### src/hdl/idsp_pkg.sv
// Shared types and constants of the ISO date stream parser.
`default_nettype none
package idsp_pkg;

   localparam int CHAR_W       = 8;
   localparam int OPT_W        = 4;
   localparam int YEAR_W       = 25;
   localparam int MONTH_W      = 4;
   localparam int DAY_W        = 5;
   localparam int CHARS_W      = 4;
   localparam int FIELD_ACC_W  = 7;
   localparam int REQ_DATA_W   = 8;
   localparam int RSP_DATA_W   = 40;
   localparam int QUEUE_DEPTH  = 2;
   localparam int NORMAL_YEAR_DIGITS = 4;
   localparam int MONTH_MAX    = 12;
   localparam int DAY_MAX      = 31;
   localparam logic [CHARS_W-1:0] CHARS_SAT = 4'd15;

   localparam logic [CHAR_W-1:0] CH_ZERO  = 8'h30;
   localparam logic [CHAR_W-1:0] CH_NINE  = 8'h39;
   localparam logic [CHAR_W-1:0] CH_PLUS  = 8'h2B;
   localparam logic [CHAR_W-1:0] CH_MINUS = 8'h2D;
   localparam logic [CHAR_W-1:0] CH_SLASH = 8'h2F;
   localparam logic [CHAR_W-1:0] CH_DOT   = 8'h2E;
   localparam logic [CHAR_W-1:0] CH_NUL   = 8'h00;

   localparam int OPT_EXP   = 0;
   localparam int OPT_ALT   = 1;
   localparam int OPT_NOSEP = 2;
   localparam int OPT_TERM  = 3;

   typedef struct packed {
      logic       start;
      logic       digit;
      logic [3:0] dval;
      logic       plus;
      logic       minus;
      logic       slash;
      logic       dot;
      logic       nul;
   } item_type;

   typedef enum logic [1:0] {
      SEP_NONE  = 2'd0,
      SEP_DASH  = 2'd1,
      SEP_SLASH = 2'd2,
      SEP_DOT   = 2'd3
   } sep_type;

   typedef enum logic [10:0] {
      PH_IDLE   = 11'b000_0000_0001,
      PH_YSTART = 11'b000_0000_0010,
      PH_YFIRST = 11'b000_0000_0100,
      PH_YMORE  = 11'b000_0000_1000,
      PH_SEP1   = 11'b000_0001_0000,
      PH_M1     = 11'b000_0010_0000,
      PH_M2     = 11'b000_0100_0000,
      PH_SEP2   = 11'b000_1000_0000,
      PH_D1     = 11'b001_0000_0000,
      PH_D2     = 11'b010_0000_0000,
      PH_TERM   = 11'b100_0000_0000
   } phase_type;

endpackage
`default_nettype wire

### src/hdl/iso_date_stream_parser_unit.sv
// Top level of the streaming ISO 8601 calendar date parser.
// One character is taken per transfer on the req_ stream and every cycle can carry a new
// transfer while the character queue is not full; a start flag in req_tuser opens a string
// and, with OPT_TERM set, byte 0 ends it. Each string yields at most one result on the rsp_
// stream, at success or at the first bad character; one cut off by a new start yields none.
// A character passes the two-entry character queue, then the parser step loads the result
// register; the state update with a multiply by ten sets the rate of one character per cycle
// while no result waits untaken, and a waiting result holds the queue. Options must be written
// through the csr_ channel while the stream is quiet; the block does not enforce this.
`default_nettype none
module iso_date_stream_parser_unit #(
   parameter int MAX_YEAR_DIGITS = 7
) (
   input  wire logic        clock,
   input  wire logic        reset,
   input  wire logic        req_tvalid,
   output logic             req_tready,
   input  wire logic [7:0]  req_tdata,   // [7:0] char_byte
   input  wire logic        req_tuser,   // [0] string_start
   output logic             rsp_tvalid,
   input  wire logic        rsp_tready,
   output logic [39:0]      rsp_tdata,   // [24:0] year_value, [28:25] month_value,
                                         // [33:29] day_value, [37:34] chars_used, zero fill
   output logic             rsp_tuser,   // [0] parse_ok
   input  wire logic        csr_valid,
   output logic             csr_ready,
   input  wire logic [3:0]  csr_data     // [3:0] option_bits
);

   logic [idsp_pkg::OPT_W-1:0]   option_ff, option_in;
   idsp_pkg::item_type           front_item;
   idsp_pkg::item_type           head_item;
   logic                         q_full;
   logic                         q_not_empty;
   logic                         q_pop;
   logic [idsp_pkg::YEAR_W-1:0]  year_value;
   logic [idsp_pkg::MONTH_W-1:0] month_value;
   logic [idsp_pkg::DAY_W-1:0]   day_value;
   logic [idsp_pkg::CHARS_W-1:0] chars_used;

   assign csr_ready = 1'b1;
   assign option_in = (csr_valid && csr_ready) ? csr_data : option_ff;

   always_ff @(posedge clock) begin
      if (reset) begin
         option_ff <= '0;
      end else begin
         option_ff <= option_in;
      end
   end

   assign req_tready = !q_full;

   idsp_front u_front (
      .char_byte    (req_tdata),
      .string_start (req_tuser),
      .item         (front_item)
   );

   idsp_queue u_queue (
      .clock     (clock),
      .reset     (reset),
      .push      (req_tvalid && req_tready),
      .push_item (front_item),
      .full      (q_full),
      .pop       (q_pop),
      .not_empty (q_not_empty),
      .head_item (head_item)
   );

   idsp_back #(
      .MAX_YEAR_DIGITS (MAX_YEAR_DIGITS)
   ) u_back (
      .clock       (clock),
      .reset       (reset),
      .option_bits (option_ff),
      .item_valid  (q_not_empty),
      .item        (head_item),
      .item_pop    (q_pop),
      .rsp_valid   (rsp_tvalid),
      .rsp_ready   (rsp_tready),
      .parse_ok    (rsp_tuser),
      .year_value  (year_value),
      .month_value (month_value),
      .day_value   (day_value),
      .chars_used  (chars_used)
   );

   assign rsp_tdata = {2'b00, chars_used, day_value, month_value, year_value};

endmodule
`default_nettype wire

### src/hdl/idsp_front.sv
// Front end: classifies each incoming character before it is queued.
`default_nettype none
module idsp_front (
   input  wire logic [idsp_pkg::CHAR_W-1:0] char_byte,
   input  wire logic                        string_start,
   output idsp_pkg::item_type               item
);

   always_comb begin
      item.start = string_start;
      item.digit = (char_byte >= idsp_pkg::CH_ZERO) && (char_byte <= idsp_pkg::CH_NINE);
      item.dval  = 4'(char_byte - idsp_pkg::CH_ZERO);
      item.plus  = (char_byte == idsp_pkg::CH_PLUS);
      item.minus = (char_byte == idsp_pkg::CH_MINUS);
      item.slash = (char_byte == idsp_pkg::CH_SLASH);
      item.dot   = (char_byte == idsp_pkg::CH_DOT);
      item.nul   = (char_byte == idsp_pkg::CH_NUL);
   end

endmodule
`default_nettype wire

### src/hdl/idsp_queue.sv
// Short queue of classified characters between front and back end.
`default_nettype none
module idsp_queue (
   input  wire logic               clock,
   input  wire logic               reset,
   input  wire logic               push,
   input  wire idsp_pkg::item_type push_item,
   output logic                    full,
   input  wire logic               pop,
   output logic                    not_empty,
   output idsp_pkg::item_type      head_item
);

   localparam int PTR_W = $clog2(idsp_pkg::QUEUE_DEPTH);
   localparam int CNT_W = $clog2(idsp_pkg::QUEUE_DEPTH + 1);

   idsp_pkg::item_type entry_ff [idsp_pkg::QUEUE_DEPTH];
   logic [PTR_W-1:0] wptr_ff, wptr_in;
   logic [PTR_W-1:0] rptr_ff, rptr_in;
   logic [CNT_W-1:0] count_ff, count_in;

   assign full      = (count_ff == CNT_W'(idsp_pkg::QUEUE_DEPTH));
   assign not_empty = (count_ff != '0);
   assign head_item = entry_ff[rptr_ff];

   always_comb begin
      wptr_in  = wptr_ff;
      rptr_in  = rptr_ff;
      count_in = count_ff;
      if (push) begin
         wptr_in = (wptr_ff == PTR_W'(idsp_pkg::QUEUE_DEPTH - 1)) ? '0 : wptr_ff + 1'b1;
      end
      if (pop) begin
         rptr_in = (rptr_ff == PTR_W'(idsp_pkg::QUEUE_DEPTH - 1)) ? '0 : rptr_ff + 1'b1;
      end
      if (push && !pop) begin
         count_in = count_ff + 1'b1;
      end else if (pop && !push) begin
         count_in = count_ff - 1'b1;
      end
   end

   always_ff @(posedge clock) begin
      if (reset) begin
         wptr_ff  <= '0;
         rptr_ff  <= '0;
         count_ff <= '0;
      end else begin
         wptr_ff  <= wptr_in;
         rptr_ff  <= rptr_in;
         count_ff <= count_in;
      end
   end

   always_ff @(posedge clock) begin
      if (push) begin
         entry_ff[wptr_ff] <= push_item;
      end
   end

endmodule
`default_nettype wire

### src/hdl/idsp_back.sv
// Back end: date parsing state machine and result register.
`default_nettype none
module idsp_back #(
   parameter int MAX_YEAR_DIGITS = 7
) (
   input  wire logic                          clock,
   input  wire logic                          reset,
   input  wire logic [idsp_pkg::OPT_W-1:0]    option_bits,
   input  wire logic                          item_valid,
   input  wire idsp_pkg::item_type            item,
   output logic                               item_pop,
   output logic                               rsp_valid,
   input  wire logic                          rsp_ready,
   output logic                               parse_ok,
   output logic [idsp_pkg::YEAR_W-1:0]        year_value,
   output logic [idsp_pkg::MONTH_W-1:0]       month_value,
   output logic [idsp_pkg::DAY_W-1:0]         day_value,
   output logic [idsp_pkg::CHARS_W-1:0]       chars_used
);

   localparam int YACC_W = $clog2(10 ** MAX_YEAR_DIGITS);
   localparam int YEXT_W = (YACC_W > idsp_pkg::YEAR_W) ? YACC_W : idsp_pkg::YEAR_W;
   localparam int YCNT_W = $clog2(MAX_YEAR_DIGITS + 1);
   localparam int FW     = idsp_pkg::FIELD_ACC_W;

   idsp_pkg::phase_type            phase_ff, phase_in;
   logic [YACC_W-1:0]              yacc_ff, yacc_in;
   logic [YCNT_W-1:0]              ycnt_ff, ycnt_in;
   logic                           yneg_ff, yneg_in;
   idsp_pkg::sep_type              sep_ff, sep_in;
   logic [FW-1:0]                  macc_ff, macc_in;
   logic [FW-1:0]                  dacc_ff, dacc_in;
   logic [idsp_pkg::CHARS_W-1:0]   ccnt_ff, ccnt_in;

   logic                           rsp_valid_ff, rsp_valid_in;
   logic                           ok_ff, ok_in;
   logic [idsp_pkg::YEAR_W-1:0]    year_ff, year_in;
   logic [idsp_pkg::MONTH_W-1:0]   month_ff, month_in;
   logic [idsp_pkg::DAY_W-1:0]     day_ff, day_in;
   logic [idsp_pkg::CHARS_W-1:0]   chars_ff, chars_in;

   logic                           done;
   logic                           emit;
   logic                           good;
   logic                           exp_mode;
   logic [FW-1:0]                  dwide;
   logic [YEXT_W-1:0]              yext;
   logic [YEXT_W-1:0]              ysigned;

   assign exp_mode = option_bits[idsp_pkg::OPT_EXP];
   assign dwide    = FW'(item.dval);
   assign item_pop = item_valid && (!rsp_valid_ff || rsp_ready);

   always_comb begin
      phase_in = phase_ff;
      yacc_in  = yacc_ff;
      ycnt_in  = ycnt_ff;
      yneg_in  = yneg_ff;
      sep_in   = sep_ff;
      macc_in  = macc_ff;
      dacc_in  = dacc_ff;
      ccnt_in  = ccnt_ff;
      done     = 1'b0;
      emit     = 1'b0;
      good     = 1'b0;

      if (item.start) begin
         yacc_in  = '0;
         ycnt_in  = '0;
         yneg_in  = 1'b0;
         sep_in   = idsp_pkg::SEP_NONE;
         macc_in  = '0;
         dacc_in  = '0;
         ccnt_in  = '0;
         phase_in = idsp_pkg::PH_YSTART;
      end

      if (phase_in == idsp_pkg::PH_IDLE) begin
         done = 1'b1;
      end

      if (!done && phase_in == idsp_pkg::PH_YSTART) begin
         phase_in = idsp_pkg::PH_YFIRST;
         if (exp_mode && (item.plus || item.minus)) begin
            yneg_in = item.minus;
            ccnt_in = (ccnt_in == idsp_pkg::CHARS_SAT) ? ccnt_in : ccnt_in + 1'b1;
            done    = 1'b1;
         end
      end

      if (!done && phase_in == idsp_pkg::PH_YFIRST) begin
         done = 1'b1;
         if (!item.digit) begin
            emit = 1'b1;
         end else begin
            yacc_in  = YACC_W'(item.dval);
            ycnt_in  = YCNT_W'(1);
            ccnt_in  = (ccnt_in == idsp_pkg::CHARS_SAT) ? ccnt_in : ccnt_in + 1'b1;
            phase_in = idsp_pkg::PH_YMORE;
         end
      end

      if (!done && phase_in == idsp_pkg::PH_YMORE) begin
         if (exp_mode) begin
            if (item.digit) begin
               done = 1'b1;
               if (ycnt_in >= YCNT_W'(MAX_YEAR_DIGITS)) begin
                  emit = 1'b1;
               end else begin
                  yacc_in = (yacc_in << 3) + (yacc_in << 1) + YACC_W'(item.dval);
                  ycnt_in = ycnt_in + 1'b1;
                  ccnt_in = (ccnt_in == idsp_pkg::CHARS_SAT) ? ccnt_in : ccnt_in + 1'b1;
               end
            end else begin
               phase_in = idsp_pkg::PH_SEP1;
            end
         end else if (ycnt_in < YCNT_W'(idsp_pkg::NORMAL_YEAR_DIGITS)) begin
            done = 1'b1;
            if (!item.digit) begin
               emit = 1'b1;
            end else begin
               yacc_in = (yacc_in << 3) + (yacc_in << 1) + YACC_W'(item.dval);
               ycnt_in = ycnt_in + 1'b1;
               ccnt_in = (ccnt_in == idsp_pkg::CHARS_SAT) ? ccnt_in : ccnt_in + 1'b1;
            end
         end else begin
            phase_in = idsp_pkg::PH_SEP1;
         end
      end

      if (!done && phase_in == idsp_pkg::PH_SEP1) begin
         if (item.slash || item.dot) begin
            done = 1'b1;
            if (!option_bits[idsp_pkg::OPT_ALT]) begin
               emit = 1'b1;
            end else begin
               sep_in   = item.slash ? idsp_pkg::SEP_SLASH : idsp_pkg::SEP_DOT;
               ccnt_in  = (ccnt_in == idsp_pkg::CHARS_SAT) ? ccnt_in : ccnt_in + 1'b1;
               phase_in = idsp_pkg::PH_M1;
            end
         end else if (item.minus) begin
            done     = 1'b1;
            sep_in   = idsp_pkg::SEP_DASH;
            ccnt_in  = (ccnt_in == idsp_pkg::CHARS_SAT) ? ccnt_in : ccnt_in + 1'b1;
            phase_in = idsp_pkg::PH_M1;
         end else if (!option_bits[idsp_pkg::OPT_NOSEP]) begin
            done = 1'b1;
            emit = 1'b1;
         end else begin
            sep_in   = idsp_pkg::SEP_NONE;
            phase_in = idsp_pkg::PH_M1;
         end
      end

      if (!done) begin
         case (phase_in)
            idsp_pkg::PH_M1: begin
               if (!item.digit) begin
                  emit = 1'b1;
               end else begin
                  macc_in  = (dwide << 3) + (dwide << 1);
                  ccnt_in  = (ccnt_in == idsp_pkg::CHARS_SAT) ? ccnt_in : ccnt_in + 1'b1;
                  phase_in = idsp_pkg::PH_M2;
               end
            end
            idsp_pkg::PH_M2: begin
               macc_in = macc_in + dwide;
               if (!item.digit || macc_in < FW'(1) || macc_in > FW'(idsp_pkg::MONTH_MAX)) begin
                  emit = 1'b1;
               end else begin
                  ccnt_in  = (ccnt_in == idsp_pkg::CHARS_SAT) ? ccnt_in : ccnt_in + 1'b1;
                  phase_in = (sep_in != idsp_pkg::SEP_NONE) ? idsp_pkg::PH_SEP2
                                                            : idsp_pkg::PH_D1;
               end
            end
            idsp_pkg::PH_SEP2: begin
               if ((sep_in == idsp_pkg::SEP_DASH && item.minus) ||
                   (sep_in == idsp_pkg::SEP_SLASH && item.slash) ||
                   (sep_in == idsp_pkg::SEP_DOT && item.dot)) begin
                  ccnt_in  = (ccnt_in == idsp_pkg::CHARS_SAT) ? ccnt_in : ccnt_in + 1'b1;
                  phase_in = idsp_pkg::PH_D1;
               end else begin
                  emit = 1'b1;
               end
            end
            idsp_pkg::PH_D1: begin
               if (!item.digit) begin
                  emit = 1'b1;
               end else begin
                  dacc_in  = (dwide << 3) + (dwide << 1);
                  ccnt_in  = (ccnt_in == idsp_pkg::CHARS_SAT) ? ccnt_in : ccnt_in + 1'b1;
                  phase_in = idsp_pkg::PH_D2;
               end
            end
            idsp_pkg::PH_D2: begin
               dacc_in = dacc_in + dwide;
               if (!item.digit || dacc_in < FW'(1) || dacc_in > FW'(idsp_pkg::DAY_MAX)) begin
                  emit = 1'b1;
               end else begin
                  ccnt_in = (ccnt_in == idsp_pkg::CHARS_SAT) ? ccnt_in : ccnt_in + 1'b1;
                  if (option_bits[idsp_pkg::OPT_TERM]) begin
                     phase_in = idsp_pkg::PH_TERM;
                  end else begin
                     emit = 1'b1;
                     good = 1'b1;
                  end
               end
            end
            idsp_pkg::PH_TERM: begin
               emit = 1'b1;
               good = item.nul;
            end
            default: begin
               phase_in = idsp_pkg::PH_IDLE;
            end
         endcase
      end

      if (emit) begin
         phase_in = idsp_pkg::PH_IDLE;
      end
   end

   assign yext    = YEXT_W'(yacc_in);
   assign ysigned = yneg_in ? (YEXT_W'(0) - yext) : yext;

   always_comb begin
      rsp_valid_in = rsp_valid_ff;
      ok_in        = ok_ff;
      year_in      = year_ff;
      month_in     = month_ff;
      day_in       = day_ff;
      chars_in     = chars_ff;
      if (item_pop) begin
         rsp_valid_in = emit;
         if (emit) begin
            ok_in    = good;
            year_in  = good ? ysigned[idsp_pkg::YEAR_W-1:0] : '0;
            month_in = good ? macc_in[idsp_pkg::MONTH_W-1:0] : '0;
            day_in   = good ? dacc_in[idsp_pkg::DAY_W-1:0] : '0;
            chars_in = good ? ccnt_in : '0;
         end
      end else if (rsp_ready) begin
         rsp_valid_in = 1'b0;
      end
   end

   always_ff @(posedge clock) begin
      if (reset) begin
         phase_ff     <= idsp_pkg::PH_IDLE;
         yacc_ff      <= '0;
         ycnt_ff      <= '0;
         yneg_ff      <= 1'b0;
         sep_ff       <= idsp_pkg::SEP_NONE;
         macc_ff      <= '0;
         dacc_ff      <= '0;
         ccnt_ff      <= '0;
         rsp_valid_ff <= 1'b0;
      end else begin
         if (item_pop) begin
            phase_ff <= phase_in;
            yacc_ff  <= yacc_in;
            ycnt_ff  <= ycnt_in;
            yneg_ff  <= yneg_in;
            sep_ff   <= sep_in;
            macc_ff  <= macc_in;
            dacc_ff  <= dacc_in;
            ccnt_ff  <= ccnt_in;
         end
         rsp_valid_ff <= rsp_valid_in;
      end
   end

   always_ff @(posedge clock) begin
      ok_ff    <= ok_in;
      year_ff  <= year_in;
      month_ff <= month_in;
      day_ff   <= day_in;
      chars_ff <= chars_in;
   end

   assign rsp_valid   = rsp_valid_ff;
   assign parse_ok    = ok_ff;
   assign year_value  = year_ff;
   assign month_value = month_ff;
   assign day_value   = day_ff;
   assign chars_used  = chars_ff;

endmodule
`default_nettype wire

### config.mk
export PLATFORM = sky130hd
export DESIGN_NAME = iso_date_stream_parser_unit
export DESIGN_NICKNAME = d
export VERILOG_FILES = /design/src/hdl/idsp_pkg.sv /design/src/hdl/iso_date_stream_parser_unit.sv /design/src/hdl/idsp_front.sv /design/src/hdl/idsp_queue.sv /design/src/hdl/idsp_back.sv
export SDC_FILE = /design/constraint.sdc
export NUM_CORES = 1
export LEC_CHECK = 0
export CAP_MARGIN = 20
export CORE_MARGIN = 3
export CORE_UTILIZATION = 45
export CTS_CLUSTER_SIZE = 28
export DETAILED_ROUTE_END_ITERATION = 10
export DONT_BUFFER_PORTS = 1
export PLACE_DENSITY_LB_ADDON = 0.25
export SLEW_MARGIN = 20
export SYNTH_ARGS = -nofsm -noshare
export SYNTH_HDL_FRONTEND = slang
export SYNTH_SLANG_ARGS = --single-unit
export TNS_END_PERCENT = 50
### constraint.sdc
create_clock -name clock -period 17.3 [get_ports clock]
set_input_delay 0.865 -clock clock [delete_from_list [all_inputs] [get_ports clock]]
set_output_delay 0.865 -clock clock [all_outputs]
set_load 0.01 [all_outputs]
# Word level (Yosys, flattened, before mapping)
# Memory sizes are Yosys's and may differ from the RTL's. A register that Yosys moved wholly into a read port is not among the register bits.
# Cells that the tools add are included.
dict set report classes {
  addsub 17
  multipliers 0
  div_mod_pow 0
  magnitude_cmp 8
  n_eq_ne 24
  shifts 0
  muxes 132
  n_bitwise 0
  n_reduce_logical 39
}
# op count
set op_table {}
lappend op_table {{24-bit 2-to-1 mux} 10}
lappend op_table {{11-bit 2-to-1 mux} 21}
lappend op_table {{4-bit 2-to-1 mux} 25}
lappend op_table {{11-bit case mux with 6 select lines} 1}
lappend op_table {{1-bit 2-to-1 mux} 46}
lappend op_table {{7-bit 2-to-1 mux} 6}
lappend op_table {{8-bit by 6-bit equality test with 1-bit output, second input constant} 4}
lappend op_table {{7-bit case mux with 2 select lines} 2}
lappend op_table {{3-bit 2-to-1 mux} 9}
lappend op_table {{1-bit by 24-bit subtractor with 25-bit output, first input constant} 1}
lappend op_table {{24-bit adder} 1}
lappend op_table {{24-bit by 4-bit adder with 24-bit output} 1}
lappend op_table {{4-bit by 1-bit adder with 4-bit output, second input constant} 5}
lappend op_table {{4-bit equality test, second input constant} 5}
lappend op_table {{2-bit 2-to-1 mux} 8}
lappend op_table {{4-bit case mux with 4 select lines} 1}
lappend op_table {{7-bit by 4-bit adder with 7-bit output} 2}
lappend op_table {{7-bit by 1-bit < comparator with 1-bit output, second input constant} 2}
lappend op_table {{1-bit logical AND} 13}
lappend op_table {{11-bit by 1-bit equality test with 1-bit output, second input constant} 1}
lappend op_table {{11-bit by 10-bit equality test with 1-bit output, second input constant} 1}
lappend op_table {{11-bit equality test, second input constant} 1}
lappend op_table {{11-bit by 2-bit equality test with 1-bit output, second input constant} 1}
lappend op_table {{11-bit by 3-bit equality test with 1-bit output, second input constant} 1}
lappend op_table {{29 further kinds} 52}
dict set report totals {
  register_bits 107
  latchBits 0
  ramBits 22
  romBits 0
  out_inout_bits 44
  elab_cells 240
  n_memories 1
}
# name depth width read_ports rd_clocked_by_memory_dff wr line_no
set mem_list {}
lappend mem_list {u_queue.entry_ff 2 11 1 1 1 idsp_queue.sv:17} ;# idsp_pkg::item_type entry_ff [idsp_pkg::QUEUE_DEPTH];

# Depth between registers and ports, before layout
# Gate-level depths: netlist of run 1.
dict set report depth {
  depth_word 26
  depth_mapped 28
  depth_no_buf 26
}

# Modules after synthesis
# Synthesis of run 1 repeated with hierarchy kept, for this count alone.
dict set report unflattened {
  hier_cells 1151
  area_unflattened_um2 9760.6
}
# module n_inst cells_each area_each_um2 seq_area_each_um2
set by_module_without_submodules {}
lappend by_module_without_submodules {idsp_back 1 1056 8451.9 2372.3}
lappend by_module_without_submodules {idsp_queue 1 56 999.7 760.7}
lappend by_module_without_submodules {iso_date_stream_parser_unit 1 20 180.2 80.1}
lappend by_module_without_submodules {idsp_front 1 19 128.9 0.0}

# Least setup slack after synthesis of run 1
# OpenSTA, ideal clock, no wires.
dict set report synth_path {
  kind {reg2reg}
  start {reg with a tool-made name}
  end {reg u_back.chars_ff (netlist bit u_back.chars_used[0]) (enable)}
  setup_time_ps 435
  t_arrival_ps 5296
  t_required_ps 16865
  slack_ps 11568
  path_stages_with_launch 22
  synth_period_minus_slack_ps 5732
  path_cell_list {dfxtp_1 buf_4 mux2i_2 buf_4 clkbuf_1 clkbuf_1 clkbuf_1 clkbuf_1 and2_1 ha_1 a21o_1 a21oi_1 nor2b_1 o21ai_0 xnor2_1 nand2_1 nand3_1 a21oi_1 o21a_1 nand2_1 a21boi_0 nor2_1}
}
# item line_no
set synth_lines {}
lappend synth_lines {{end signal: assignment} idsp_back.sv:279} ;# chars_ff <= chars_in;
lappend synth_lines {{end: declaration} idsp_back.sv:40} ;# logic [idsp_pkg::CHARS_W-1:0] chars_ff, chars_in;

==> impl_summary.txt, run 1 <==
----------------------------------------------------
[Status]
  Result of the run ... finished clean

[Placed design]
  Port bufs ... 0
  Total placed cells including tap cells ... 1371
  Final Wtd Congestion ... 0.9415
  Worst Setup Slack post-DPL ... 10.06 ns
  Standard cell area after detailed placement ... 0.009976 mm^2
  Half-perimeter wire length after detailed placement ... 18630 um

[Critical path]
  Setup crit start kind ... register
  Data arrival at the endpoint of the critical path ... 7.47 ns
  Worst Setup Path Type ... reg -> reg
  Required time reported for the critical path endpoint ... 17.47 ns
  Cell at the slowest stage of the critical path ... dfxtp_1
  Nature of the critical path endpoint ... register
  Critical path's largest stage delay ... 0.91 ns
  Buffers & Inverters on Critical Path ... 3
  Critical Path Fanout Max ... 68
  Most used cell, CP ... ha_1
  Largest delay contributor family on the critical path ... compound AO/OA/AOI/OAI gates

[Timing]
  Max Clock Freq ... 0.1369 GHz
  Count of endpoints failing setup in the final report ... 0
  Worst slew pin tran ... 0.9915 ns
  Final worst hold slack ... 0.4578 ns
  Normalized max-slew margin ... 0.3349
  Final setup skew ... 0.01509 ns
  Final Hold Vio Count ... 0
  RSZ-0062 raised after global routing ... false
  Number of pins exceeding their max-slew limit in the final report ... 0
  Final Cycle Share ... 0.4222
  Total negative slack for setup checks ... 0 ns
  Post-route minimum period ... 7.305 ns
  Worst setup margin ... 9.995 ns

[CTS]
  Buffer levels on the longest clock path ... 2
  Cells resized by post-CTS repair ... 0
  Buffer type at the clock tree root ... clkbuf_16
  CTS tree ... done
  Insertion delay of the later-clocked pin in the worst-skew pair ... 0.43 ns
  Total number of clock tree sinks ... 130
  # hold bufs at CTS ... 0
  H-tree Lvls ... 4
  CTS buffer count ... 17
  CTS clk-pin slew, worst paths ... 0.07 ns
  Setup Buffers After CTS ... 0

[Final layout]
  # nets final ... 1199
  Post-route core utilization ... 0.4979
  Leading cell type in the layout, fill and taps excluded ... nor2_1
  Sequential cell area ... 0.003213 mm^2
  Total area of multi-input combinational cells ... 0.006205 mm^2
  Post-route cell area ... 0.01057 mm^2
  Area Growth Syn to Fin ... 7.869%
  Proportion of layout cells with a drive suffix above 1 ... 0.07808
  # fillers ... 2004
  Diodes inserted ... 0
  Non-filler instance count after layout ... 1402
  Highest-count cells in the layout ignoring fill and taps ... nor2_1 (138), nand2_1 (94), a21oi_1 (84)

[Floorplanning]
  Floorplan row count ... 53
  Chip height ... 153.5 um
  Overall die area ... 0.02357 mm^2
  Chip width ... 153.5 um
  Number of placed I/O pins ... 62
  Starting density of the core ... 0.4616
  Core footprint ... 0.02122 mm^2

[Power and ir drop]
  Leakage Power ... 4.270 nW
  Post-route total power ... 1.569 mW
  Cell area power density ... 148.5 mW/mm^2
  Peak ir drop on the vdd network ... 85.87 uV

[GRT]
  First-pass GRT wire length ... 42430 um
  Leftover overflow at the end of global routing ... 0
  Antenna violations before repair ... 0
  Via count of the first global-routing pass ... 8040
  Pin count of the biggest net entering global routing ... 78
  Aggregate global-route resource usage ... 0.2182

[Route]
  Wire length per cell after detailed routing ... 18.69 um
  Antenna Violating Nets Remaining ... 0
  Via density per instance ... 6.131
  Violation count after the first detailed-route iteration ... 646
  Detailed Route WL ... 26200 um
  Number of iterations in the first detailed-routing pass ... 7
  Total via count after detailed routing ... 8596
  DR DRC count ... 0

[Synthesis]
  Yosys top cell area share ... 0.1870
  Share of synthesized registers carrying an async set or reset ... 0
  Number of enable flip-flop cells after synthesis ... 61
  Most frequently used flop master after synthesis ... dfxtp_1
  Most area-hungry cell type in the Yosys netlist ... edfxtp_1
  Ranking of synthesized cells by area ... edfxtp_1 (19%), dfxtp_1 (14%), ha_1 (7.8%), nor2_1 (5.3%), a21oi_1 (4.3%)
  Proportion of synthesized chip area in sequential cells ... 0.3281
  Synth cell types ... 95
  Synth Warn # ... 0
  Synth Register Bits ... 130
  Per-instance average area after synthesis ... 8.539 um^2
  Netlist area before placement ... 0.009794 mm^2
  Instance count of the mapped netlist ... 1147

[Worst hold path]
  Hold Path Origin ... u_back.sep_ff[0]
  Path category of the worst min-delay check ... reg -> reg

[Job]
  Max-capacitance violation count ... 0

----------------------------------------------------
metal layers:
metal | part of all wire | global-route usage | up-vias
li1 | - | - | 4169
met1 | 0.46 | 0.2916 | 4123
met2 | 0.46 | 0.3606 | 272
met3 | 0.057 | 0.03884 | 32
met4 | 0.021 | 0.06939 | 0
met5 | 0 | 0 | -
flip-flops by register name (all words and copies together) (netlist names), 2 cells and up, named ones only:
signal,flops
option_ff,4
u_back.month_value,4
u_back.phase_ff,11
u_back.ycnt_ff,3
u_back.year_value,25
u_back.yacc_ff,24
u_queue.entry_ff,22
u_back.sep_ff,2
u_back.macc_ff,7
u_back.dacc_ff,7
u_queue.count_ff,2
u_back.chars_used,4
u_back.day_value,5
u_back.ccnt_ff,4
power breakdown:
part	internal [mW]	switching, mW
Sequential	0.388	0.0548
Clock	0.217	0.147
Combinational	0.273	0.489
cells by family after synthesis:
kind of cell / synth area share
AND/OR/NAND/NOR: 0.2276
AO/OA/AOI/OAI: 0.2126
flip-flops: 0.3281
buffers and inverters: 0.04126
adder cells (fa/ha/maj): 0.08815
XOR/XNOR: 0.05544
multiplexers: 0.04612
other: 0.0007668
worst min-delay path, delay by kind of cell, from the launching register on:
kind	cells	cell delay [ns]
compound gates	1	0.05
simple gates	1	0.05
flops	1	0.31
cells in the mapped netlist, drive strengths merged, types with 6 or more instances:
master and n:
edfxtp 61, or2 9, o31ai 6, nand2 95, xor2 36, o211ai 7, nor4 15, nor2b 9
nor3 26, and3 41, a21o 21, nand3 23, o21a 11, o22ai 11, a22oi 11, inv 36
a31oi 17, nand2b 11, or3 12, a21oi 86, nor3b 6, dfxtp 69, ha 61, buf 14
o21ai 48, xnor2 26, mux2 12, mux2i 30, a211oi 30, nor2 139, nand4 11, and2 21
a21boi 7, clkbuf 48
area by class of cell:
type	instances	area share
inverters	37	0.01315
repair buffers	10	0.007106
clock buffers	18	0.04157
clock inverters	13	0.01421
well taps	275	0.03257
multi-input cells	919	0.5873
flip-flops and latches	130	0.3041
path summary, 6_finish.rpt:
check,end,slack (ns),cells after the start
worst max-delay path,u_back.chars_used[1],10.0,26
worst min register to register,u_back.sep_ff[0],0.46,2
worst max register to register,u_back.chars_used[1],10.0,26
worst min-delay path,u_back.sep_ff[0],0.46,2
(Power assumes the default switching activity.)
==> run 2: changes to the inputs <==
--- a/config.mk
+++ b/config.mk
@@ -5,6 +5,7 @@
 export SDC_FILE = /design/constraint.sdc
 export NUM_CORES = 1
 export LEC_CHECK = 0
+export ABC_AREA = 1
 export CAP_MARGIN = 20
 export CORE_MARGIN = 3
 export CORE_UTILIZATION = 45
==> constraint.sdc (replaced) <==
create_clock -name clock -period 6.35 [get_ports clock]
set_input_delay 0.3175 -clock clock [delete_from_list [all_inputs] [get_ports clock]]
set_output_delay 0.3175 -clock clock [all_outputs]
set_load 0.01 [all_outputs]
==> run 2 against run 1 <==
  * Global-route usage increased by 1.9 points
  * Register-to-register slack got worse by 9.5 ns
  * Non-clock buffer count increased by 25
  * Sequential cell count unchanged
  * Clock power increased to 2.9 times the previous value
  * Setup slack got worse by 9.5 ns
  * Die area increased by 5.4%
  * Wire length increased by 8.9%
  * Total power increased to 3.3 times the previous value
  * Sequential share of layout area decreased by 2.3 points
  * Via count increased by 12%
  * Hold slack got worse by 0.43 ns
  * Critical path type unchanged
==> impl_summary.txt, run 2 <==
----------------------------------------------------
[Timing]
  Worst setup margin ... 0.5243 ns (-9.471 ns)
  Final Hold Vio Count ... 0 (unchanged)
  Final setup skew ... 0.01748 ns (+0.002387 ns)
  Normalized max-slew margin ... 0.3303 (-0.004564)
  Total negative slack for setup checks ... 0 ns (unchanged)
  Count of endpoints failing setup in the final report ... 0 (unchanged)
  Final Cycle Share ... 0.9174 (+0.4952)
  Worst slew pin tran ... 1.001 ns (+0.009280 ns)
  Post-route minimum period ... 5.826 ns (-1.479 ns)
  Number of pins exceeding their max-slew limit in the final report ... 0 (unchanged)
  Max Clock Freq ... 0.1717 GHz (+25%)

[CTS]
  Setup Buffers After CTS ... 0 (unchanged)
  Total number of clock tree sinks ... 130 (unchanged)
  Buffer levels on the longest clock path ... 2 (unchanged)
  CTS clk-pin slew, worst paths ... 0.06 ns (about the same)
  Buffer type at the clock tree root ... clkbuf_16
  CTS tree ... done
  CTS buffer count ... 17 (unchanged)
  Insertion delay of the later-clocked pin in the worst-skew pair ... 0.43 ns (about the same)
  H-tree Lvls ... 4 (unchanged)

[Floorplanning]
  Chip width ... 157.6 um (+2.7%)
  Overall die area ... 0.02485 mm^2 (+5.4%)
  Chip height ... 157.6 um (+2.7%)
  Number of placed I/O pins ... 62 (unchanged)
  Starting density of the core ... 0.4655 (+0.003939)
  Core footprint ... 0.02223 mm^2 (+4.8%)
  Floorplan row count ... 54 (+1.9%)

[Synthesis]
  Dominant cell by count in the synthesized netlist ... nand2_1
  Synth Register Bits ... 130 (unchanged)
  Ranking of synthesized cells by area ... edfxtp_1 (18%), dfxtp_1 (13%), nand2_1 (10%), inv_1 (7.9%), ha_1 (7.4%)
  Share of synthesized registers carrying an async set or reset ... 0 (unchanged)
  Most frequently used flop master after synthesis ... dfxtp_1
  Instance count of the mapped netlist ... 1451 (+27%)
  Commonest cells in the synthesized netlist ... nand2_1 (276), inv_1 (217), nor2_1 (139)
  Yosys top cell area share ... 0.1770 (-0.009996)
  Proportion of synthesized chip area in sequential cells ... 0.3105 (-0.01753)
  Per-instance average area after synthesis ... 7.131 um^2 (-16%)
  Netlist area before placement ... 0.01035 mm^2 (+5.6%)
  Most area-hungry cell type in the Yosys netlist ... edfxtp_1
  Number of enable flip-flop cells after synthesis ... 61 (unchanged)
  Synth cell types ... 62 (-35%)
  Synth Warn # ... 0 (unchanged)

[Final layout]
  Proportion of layout cells with a drive suffix above 1 ... 0.1207 (+0.04259)
  Leading cell type in the layout, fill and taps excluded ... nand2_1
  Sequential cell area ... 0.003214 mm^2 (about the same)
  Post-route cell area ... 0.01142 mm^2 (+8.1%)
  # fillers ... 2165 (+8.0%)
  Diodes inserted ... 0 (unchanged)
  Total area of multi-input combinational cells ... 0.006072 mm^2 (-2.1%)
  # nets final ... 1546 (+29%)
  Largest register FFs ... 25 (unchanged)
  Highest-count cells in the layout ignoring fill and taps ... nand2_1 (275), inv_1 (217), nor2_1 (139)
  Area Growth Syn to Fin ... 10.41%

[Critical path]
  Worst Setup Path Type ... reg -> reg
  Data arrival at the endpoint of the critical path ... 6.00 ns (-1.47 ns)
  Required time reported for the critical path endpoint ... 6.53 ns (-10.94 ns)
  Largest delay contributor family on the critical path ... simple AND/OR/NAND/NOR gates
  Cell at the slowest stage of the critical path ... dfxtp_2
  Most used cell, CP ... nand2_1
  Nature of the critical path endpoint ... register
  Setup crit start kind ... register
  Critical Path Fanout Max ... 18 (-74%)
  Buffers & Inverters on Critical Path ... 5 (+2)
  Critical path's largest stage delay ... 0.36 ns (-0.55 ns)

[GRT]
  Aggregate global-route resource usage ... 0.2376 (+0.01937)
  Pin count of the biggest net entering global routing ... 86 (+10%)
  Leftover overflow at the end of global routing ... 0 (unchanged)
  Via count of the first global-routing pass ... 9035 (+12%)
  Antenna violations before repair ... 0 (unchanged)
  First-pass GRT wire length ... 46860 um (+10%)

[Route]
  Number of iterations in the first detailed-routing pass ... 7 (unchanged)
  Wire length per cell after detailed routing ... 16.26 um (-13%)
  DR DRC count ... 0 (unchanged)
  Violation count after the first detailed-route iteration ... 797 (+23%)
  Total via count after detailed routing ... 9594 (+12%)
  Detailed Route WL ... 28540 um (+8.9%)
  Via density per instance ... 5.467 (-11%)
  Antenna Violating Nets Remaining ... 0 (unchanged)

[Power and ir drop]
  Cell area power density ... 451.7 mW/mm^2 (+200%)
  Internal power contribution ... 2.689 mW (+210%)
  Peak ir drop on the vdd network ... 224.6 uV (+160%)
  Clock share of power ... 0.203 (-0.029)
  Leakage Power ... 5.421 nW (+27%)
  Net switching power ... 2.473 mW (+260%)
  Part of the total power dissipated in combinational logic ... 0.559 (+0.073)
  Share of total power in sequential cells ... 0.238 (-0.044)
  Sw Share ... 0.4791 (+0.03894)

[Placed design]
  Port bufs ... 0 (unchanged)
  Worst Setup Slack post-DPL ... -0.06416 ns (-10.12 ns)
  Half-perimeter wire length after detailed placement ... 21440 um (+15%)
  Final Wtd Congestion ... 0.9464 (+0.52%)
  Standard cell area after detailed placement ... 0.01070 mm^2 (+7.3%)

[Worst hold path]
  Path category of the worst min-delay check ... in -> reg

[Job]
  Max-capacitance violation count ... 0 (unchanged)

[Status]
  Result of the run ... finished clean

----------------------------------------------------
==> run 2: per-stage QoR <==
stage | hold WS, ns | cells | power, mW | util
floorplan | 0.4164 | 1452 | 3.380 | -
global placement | 0.3938 | 1717 | 4.047 | 0.4814
detailed placement | 0.3966 | 1717 | 4.080 | 0.4814
CTS | 0.02346 | 1755 | 5.150 | 0.5122
global route | 0.04114 | 1755 | 5.614 | 0.5140
finish | 0.02682 | 1755 | 5.161 | 0.5140
==> run 2: layer usage <==
| layer | part of all wire | GRT usage |
|---|---|---|
| met5 | 0 | 0 |
| met4 | 0.024 | 0.07479 |
| met3 | 0.065 | 0.04483 |
| met2 | 0.46 | 0.3853 |
| met1 | 0.45 | 0.3218 |
==> run 2: power groups by stage <==
stage | sequential [mW] | clock (mW) | combinational (mW)
6_report | 1.23 | 1.05 | 2.88
3_5_place_dp | 1.24 | 0 | 2.84
2_1_floorplan | 1.21 | 0 | 2.17
5_1_grt | 1.25 | 1.10 | 3.27
3_3_place_gp | 1.24 | 0 | 2.80
4_1_cts | 1.23 | 1.06 | 2.86
==> run 2: path summary, 6_finish.rpt <==
kind / startpoint / to / slack (ns) / depth (start not counted)
worst min-delay path: csr_data[1] / option_ff[1] / 0.03 / 2
worst min register to register: u_queue.rptr_ff / u_queue.rptr_ff / 0.46 / 1
worst max register to register: register / u_back.year_value[22] / 0.52 / 36
worst max-delay path: register / u_back.year_value[22] / 0.52 / 36
==> run 2: worst reg2reg max path: cells and delay by family, from the launching register on <==
family / cells / cell delay, ns
DFF: 1 / 0.36
AOI/OAI and AO/OA: 10 / 1.65
buffers and inverters: 5 / 0.58
and+or+nand+nor: 18 / 2.07
adders and majority gates: 2 / 0.65
xor gates and xnor gates: 1 / 0.23
==> run 2: repair_timing <==
action,4_1_cts,5_1_grt
hold buffers,6,0
pin swaps,0,1
setup endpoints to repair,3,10
gates resized for setup,1,17
endpoints found under the hold margin,22,0
==> run 2: cell type report <==
cell class,instances,area share
Clock inverter,11,0.01336
Tap cell,280,0.03066
Inverter,235,0.07721
Sequential cell,130,0.2813
Multi-Input combinational cell,1043,0.5315
Timing Repair Buffer,35,0.02464
Clock buffer,21,0.04129
==> run 2: kinds of logic after synthesis <==
group	synth area share
simple gates	0.3045
xor+xnor	0.03301
other cells	0.0007258
compound gates	0.1551
mux	0.005320
flops	0.3105
buf+inv	0.1074
fa+ha+maj	0.08343
==> run 3: changes to the inputs <==
--- a/config.mk
+++ b/config.mk
@@ -9,6 +9,7 @@
 export CAP_MARGIN = 20
 export CORE_MARGIN = 3
 export CORE_UTILIZATION = 45
+export CTS_BUF_LIST = sky130_fd_sc_hd__clkbuf_16
 export CTS_CLUSTER_SIZE = 28
 export DETAILED_ROUTE_END_ITERATION = 10
 export DONT_BUFFER_PORTS = 1
==> run 3 against run 2 <==
  * Clock-buffer cell count is 3 lower
  * Critical endpoint unchanged
  * Total power is 0.24% lower
  * Sequential share of layout area hardly changed
  * Setup slack worse by 0.010 ns
  * Critical path type unchanged
  * Critical path depth stayed put
  * Highest routed layer unchanged
  * Cell area hardly changed
  * Maximum frequency is 0.17% lower
==> impl_summary.txt, run 3 (same netlist as run 2, synthesis figures left out) <==
----------------------------------------------------
[Critical path]
  Setup crit start kind ... register
  Critical Path Fanout Max ... 18 (unchanged)
  Largest delay contributor family on the critical path ... simple AND/OR/NAND/NOR gates
  Buffers & Inverters on Critical Path ... 5 (unchanged)
  Required time reported for the critical path endpoint ... 6.52 ns (about the same)
  Number of cells traversed by the worst register-to-register path ... 36 (unchanged)
  Cell at the slowest stage of the critical path ... dfxtp_2
  Most used cell, CP ... nand2_1
  Nature of the critical path endpoint ... register
  Critical path's largest stage delay ... 0.36 ns (about the same)
  Data arrival at the endpoint of the critical path ... 6.01 ns (about the same)
  Worst Setup Path Type ... reg -> reg
  R2R setup slack ... 0.51 ns (about the same)
  Worst reg2reg path endpoint ... u_back.year_value[22]

[Placed design]
  Final Wtd Congestion ... 0.9464 (unchanged)
  Half-perimeter wire length after detailed placement ... 21440 um (unchanged)
  Port bufs ... 0 (unchanged)
  Worst Setup Slack post-DPL ... -0.06416 ns (unchanged)
  Total placed cells including tap cells ... 1717 (unchanged)

[Floorplanning]
  Core footprint ... 0.02223 mm^2 (unchanged)
  Starting density of the core ... 0.4655 (unchanged)
  Chip height ... 157.6 um (unchanged)
  Floorplan row count ... 54 (unchanged)
  Number of placed I/O pins ... 62 (unchanged)
  Chip width ... 157.6 um (unchanged)
  Overall die area ... 0.02485 mm^2 (unchanged)

[Route]
  Violation count after the first detailed-route iteration ... 741 (-7.0%)
  DR DRC count ... 0 (unchanged)
  Detailed Route WL ... 28520 um (about the same)
  Via density per instance ... 5.456 (-0.20%)
  Total via count after detailed routing ... 9575 (-0.20%)
  Antenna Violating Nets Remaining ... 0 (unchanged)
  Number of iterations in the first detailed-routing pass ... 5 (-2)
  Wire length per cell after detailed routing ... 16.25 um (about the same)

[Timing]
  Final Hold Vio Count ... 0 (unchanged)
  Final Cycle Share ... 0.9190 (+0.001607)
  Worst setup margin ... 0.5141 ns (-0.01021 ns)
  Final setup skew ... 0.01532 ns (-0.002157 ns)
  Post-route minimum period ... 5.836 ns (+0.01021 ns)
  Number of pins exceeding their max-slew limit in the final report ... 0 (unchanged)
  Worst slew pin tran ... 0.9979 ns (-0.002836 ns)
  Total negative slack for setup checks ... 0 ns (unchanged)
  Count of endpoints failing setup in the final report ... 0 (unchanged)
  Normalized max-slew margin ... 0.3322 (+0.001898)
  Max Clock Freq ... 0.1714 GHz (-0.17%)

[Final layout]
  Post-route core utilization ... 0.5135 (about the same)
  Highest-count cells in the layout ignoring fill and taps ... nand2_1 (275), inv_1 (219), nor2_1 (139)
  Sequential cell area ... 0.003214 mm^2 (unchanged)
  # nets final ... 1546 (unchanged)
  Area Growth Syn to Fin ... 10.31% (about the same)
  # fillers ... 2169 (+0.18%)
  Leading cell type in the layout, fill and taps excluded ... nand2_1
  Non-filler instance count after layout ... 1755 (unchanged)
  Total area of multi-input combinational cells ... 0.006072 mm^2 (unchanged)
  Diodes inserted ... 0 (unchanged)
  Proportion of layout cells with a drive suffix above 1 ... 0.1200 (-0.0006780)
  Largest register FFs ... 25 (unchanged)

[Job]
  Max-capacitance violation count ... 0 (unchanged)

[CTS]
  CTS buffer count ... 17 (unchanged)
  Buffer levels on the longest clock path ... 2 (unchanged)
  CTS clk-pin slew, worst paths ... 0.06 ns (about the same)
  Buffer type at the clock tree root ... clkbuf_16
  H-tree Lvls ... 4 (unchanged)
  Total number of clock tree sinks ... 130 (unchanged)
  Setup Buffers After CTS ... 0 (unchanged)
  CTS tree ... done
  Insertion delay of the later-clocked pin in the worst-skew pair ... 0.43 ns (about the same)

[Power and ir drop]
  Post-route total power ... 5.149 mW (-0.24%)
  Peak ir drop on the vdd network ... 227.4 uV (+1.3%)
  Leakage Power ... 5.424 nW (about the same)
  Cell area power density ... 451.1 mW/mm^2 (-0.15%)

[GRT]
  Antenna violations before repair ... 0 (unchanged)
  First-pass GRT wire length ... 46870 um (about the same)
  Pin count of the biggest net entering global routing ... 86 (unchanged)
  Leftover overflow at the end of global routing ... 0 (unchanged)
  Via count of the first global-routing pass ... 9025 (-0.11%)
  Aggregate global-route resource usage ... 0.2377 (about the same)

[Status]
  Result of the run ... finished clean

[Worst hold path]
  Worst Hold Path EP ... option_ff[1]
  Hold Path Origin ... csr_data[1]
  Hold Crit Depth ... 2 (unchanged)
  Path category of the worst min-delay check ... in -> reg

----------------------------------------------------
-- run 3: cell count changes in the layout (fill, tap and decap cells not counted), sizes merged --
cell    previous run  this run
clkinv             6         7
inv              235       237
clkbuf            21        18
-- run 3: metrics by stage --
| stage | area (um^2) | hold WS (ns) |
|---|---|---|
| 2_1_floorplan | 10350 | 0.4164 |
| 3_3_place_gp | 10700 | 0.3938 |
| 3_5_place_dp | 10700 | 0.3966 |
| 4_1_cts | 11380 | 0.02346 |
| 5_1_grt | 11410 | 0.04114 |
| 6_report | 11410 | 0.03021 |
-- run 3: what timing repair did --
item                                    CTS  global route
hold buffers                              6             0
endpoints found under the setup margin    3            10
hold endpoints to repair                 22             0
pin swaps                                 0             1
gates resized for setup                   1            17
-- run 3: metal layers --
metal  track usage  vias to the layer above  wire (um)
li1              -                     4847          -
met1        0.3225                     4364      12960
met2        0.3847                      326      13130
met3       0.04483                       38       1787
met4       0.07479                        0        636
met5             0                        -          0
-- run 3: worst max-delay path by stage --
stage | start | to | cells after the start
floorplan | register | u_back.year_value[22] | 33
global placement | register | u_back.year_value[23] | 33
detailed placement | register | u_back.year_value[23] | 31
CTS | register | u_back.year_value[23] | 31
global route | register | u_back.year_value[22] | 36
finish | register | u_back.year_value[22] | 36
-- run 3: area by class of cell --
class,instances,share of cell area
inverters,235,0.07728
repair buffers,35,0.02466
well taps,280,0.03069
multi-input cells,1043,0.5320
flip-flops and latches,130,0.2816
clock buffers,18,0.03946
clock inverters,14,0.01436
-- run 3: where the power goes --
part | internal, mW | switching (mW)
combinational | 0.929 | 1.96
sequential | 1.11 | 0.124
clock | 0.639 | 0.393
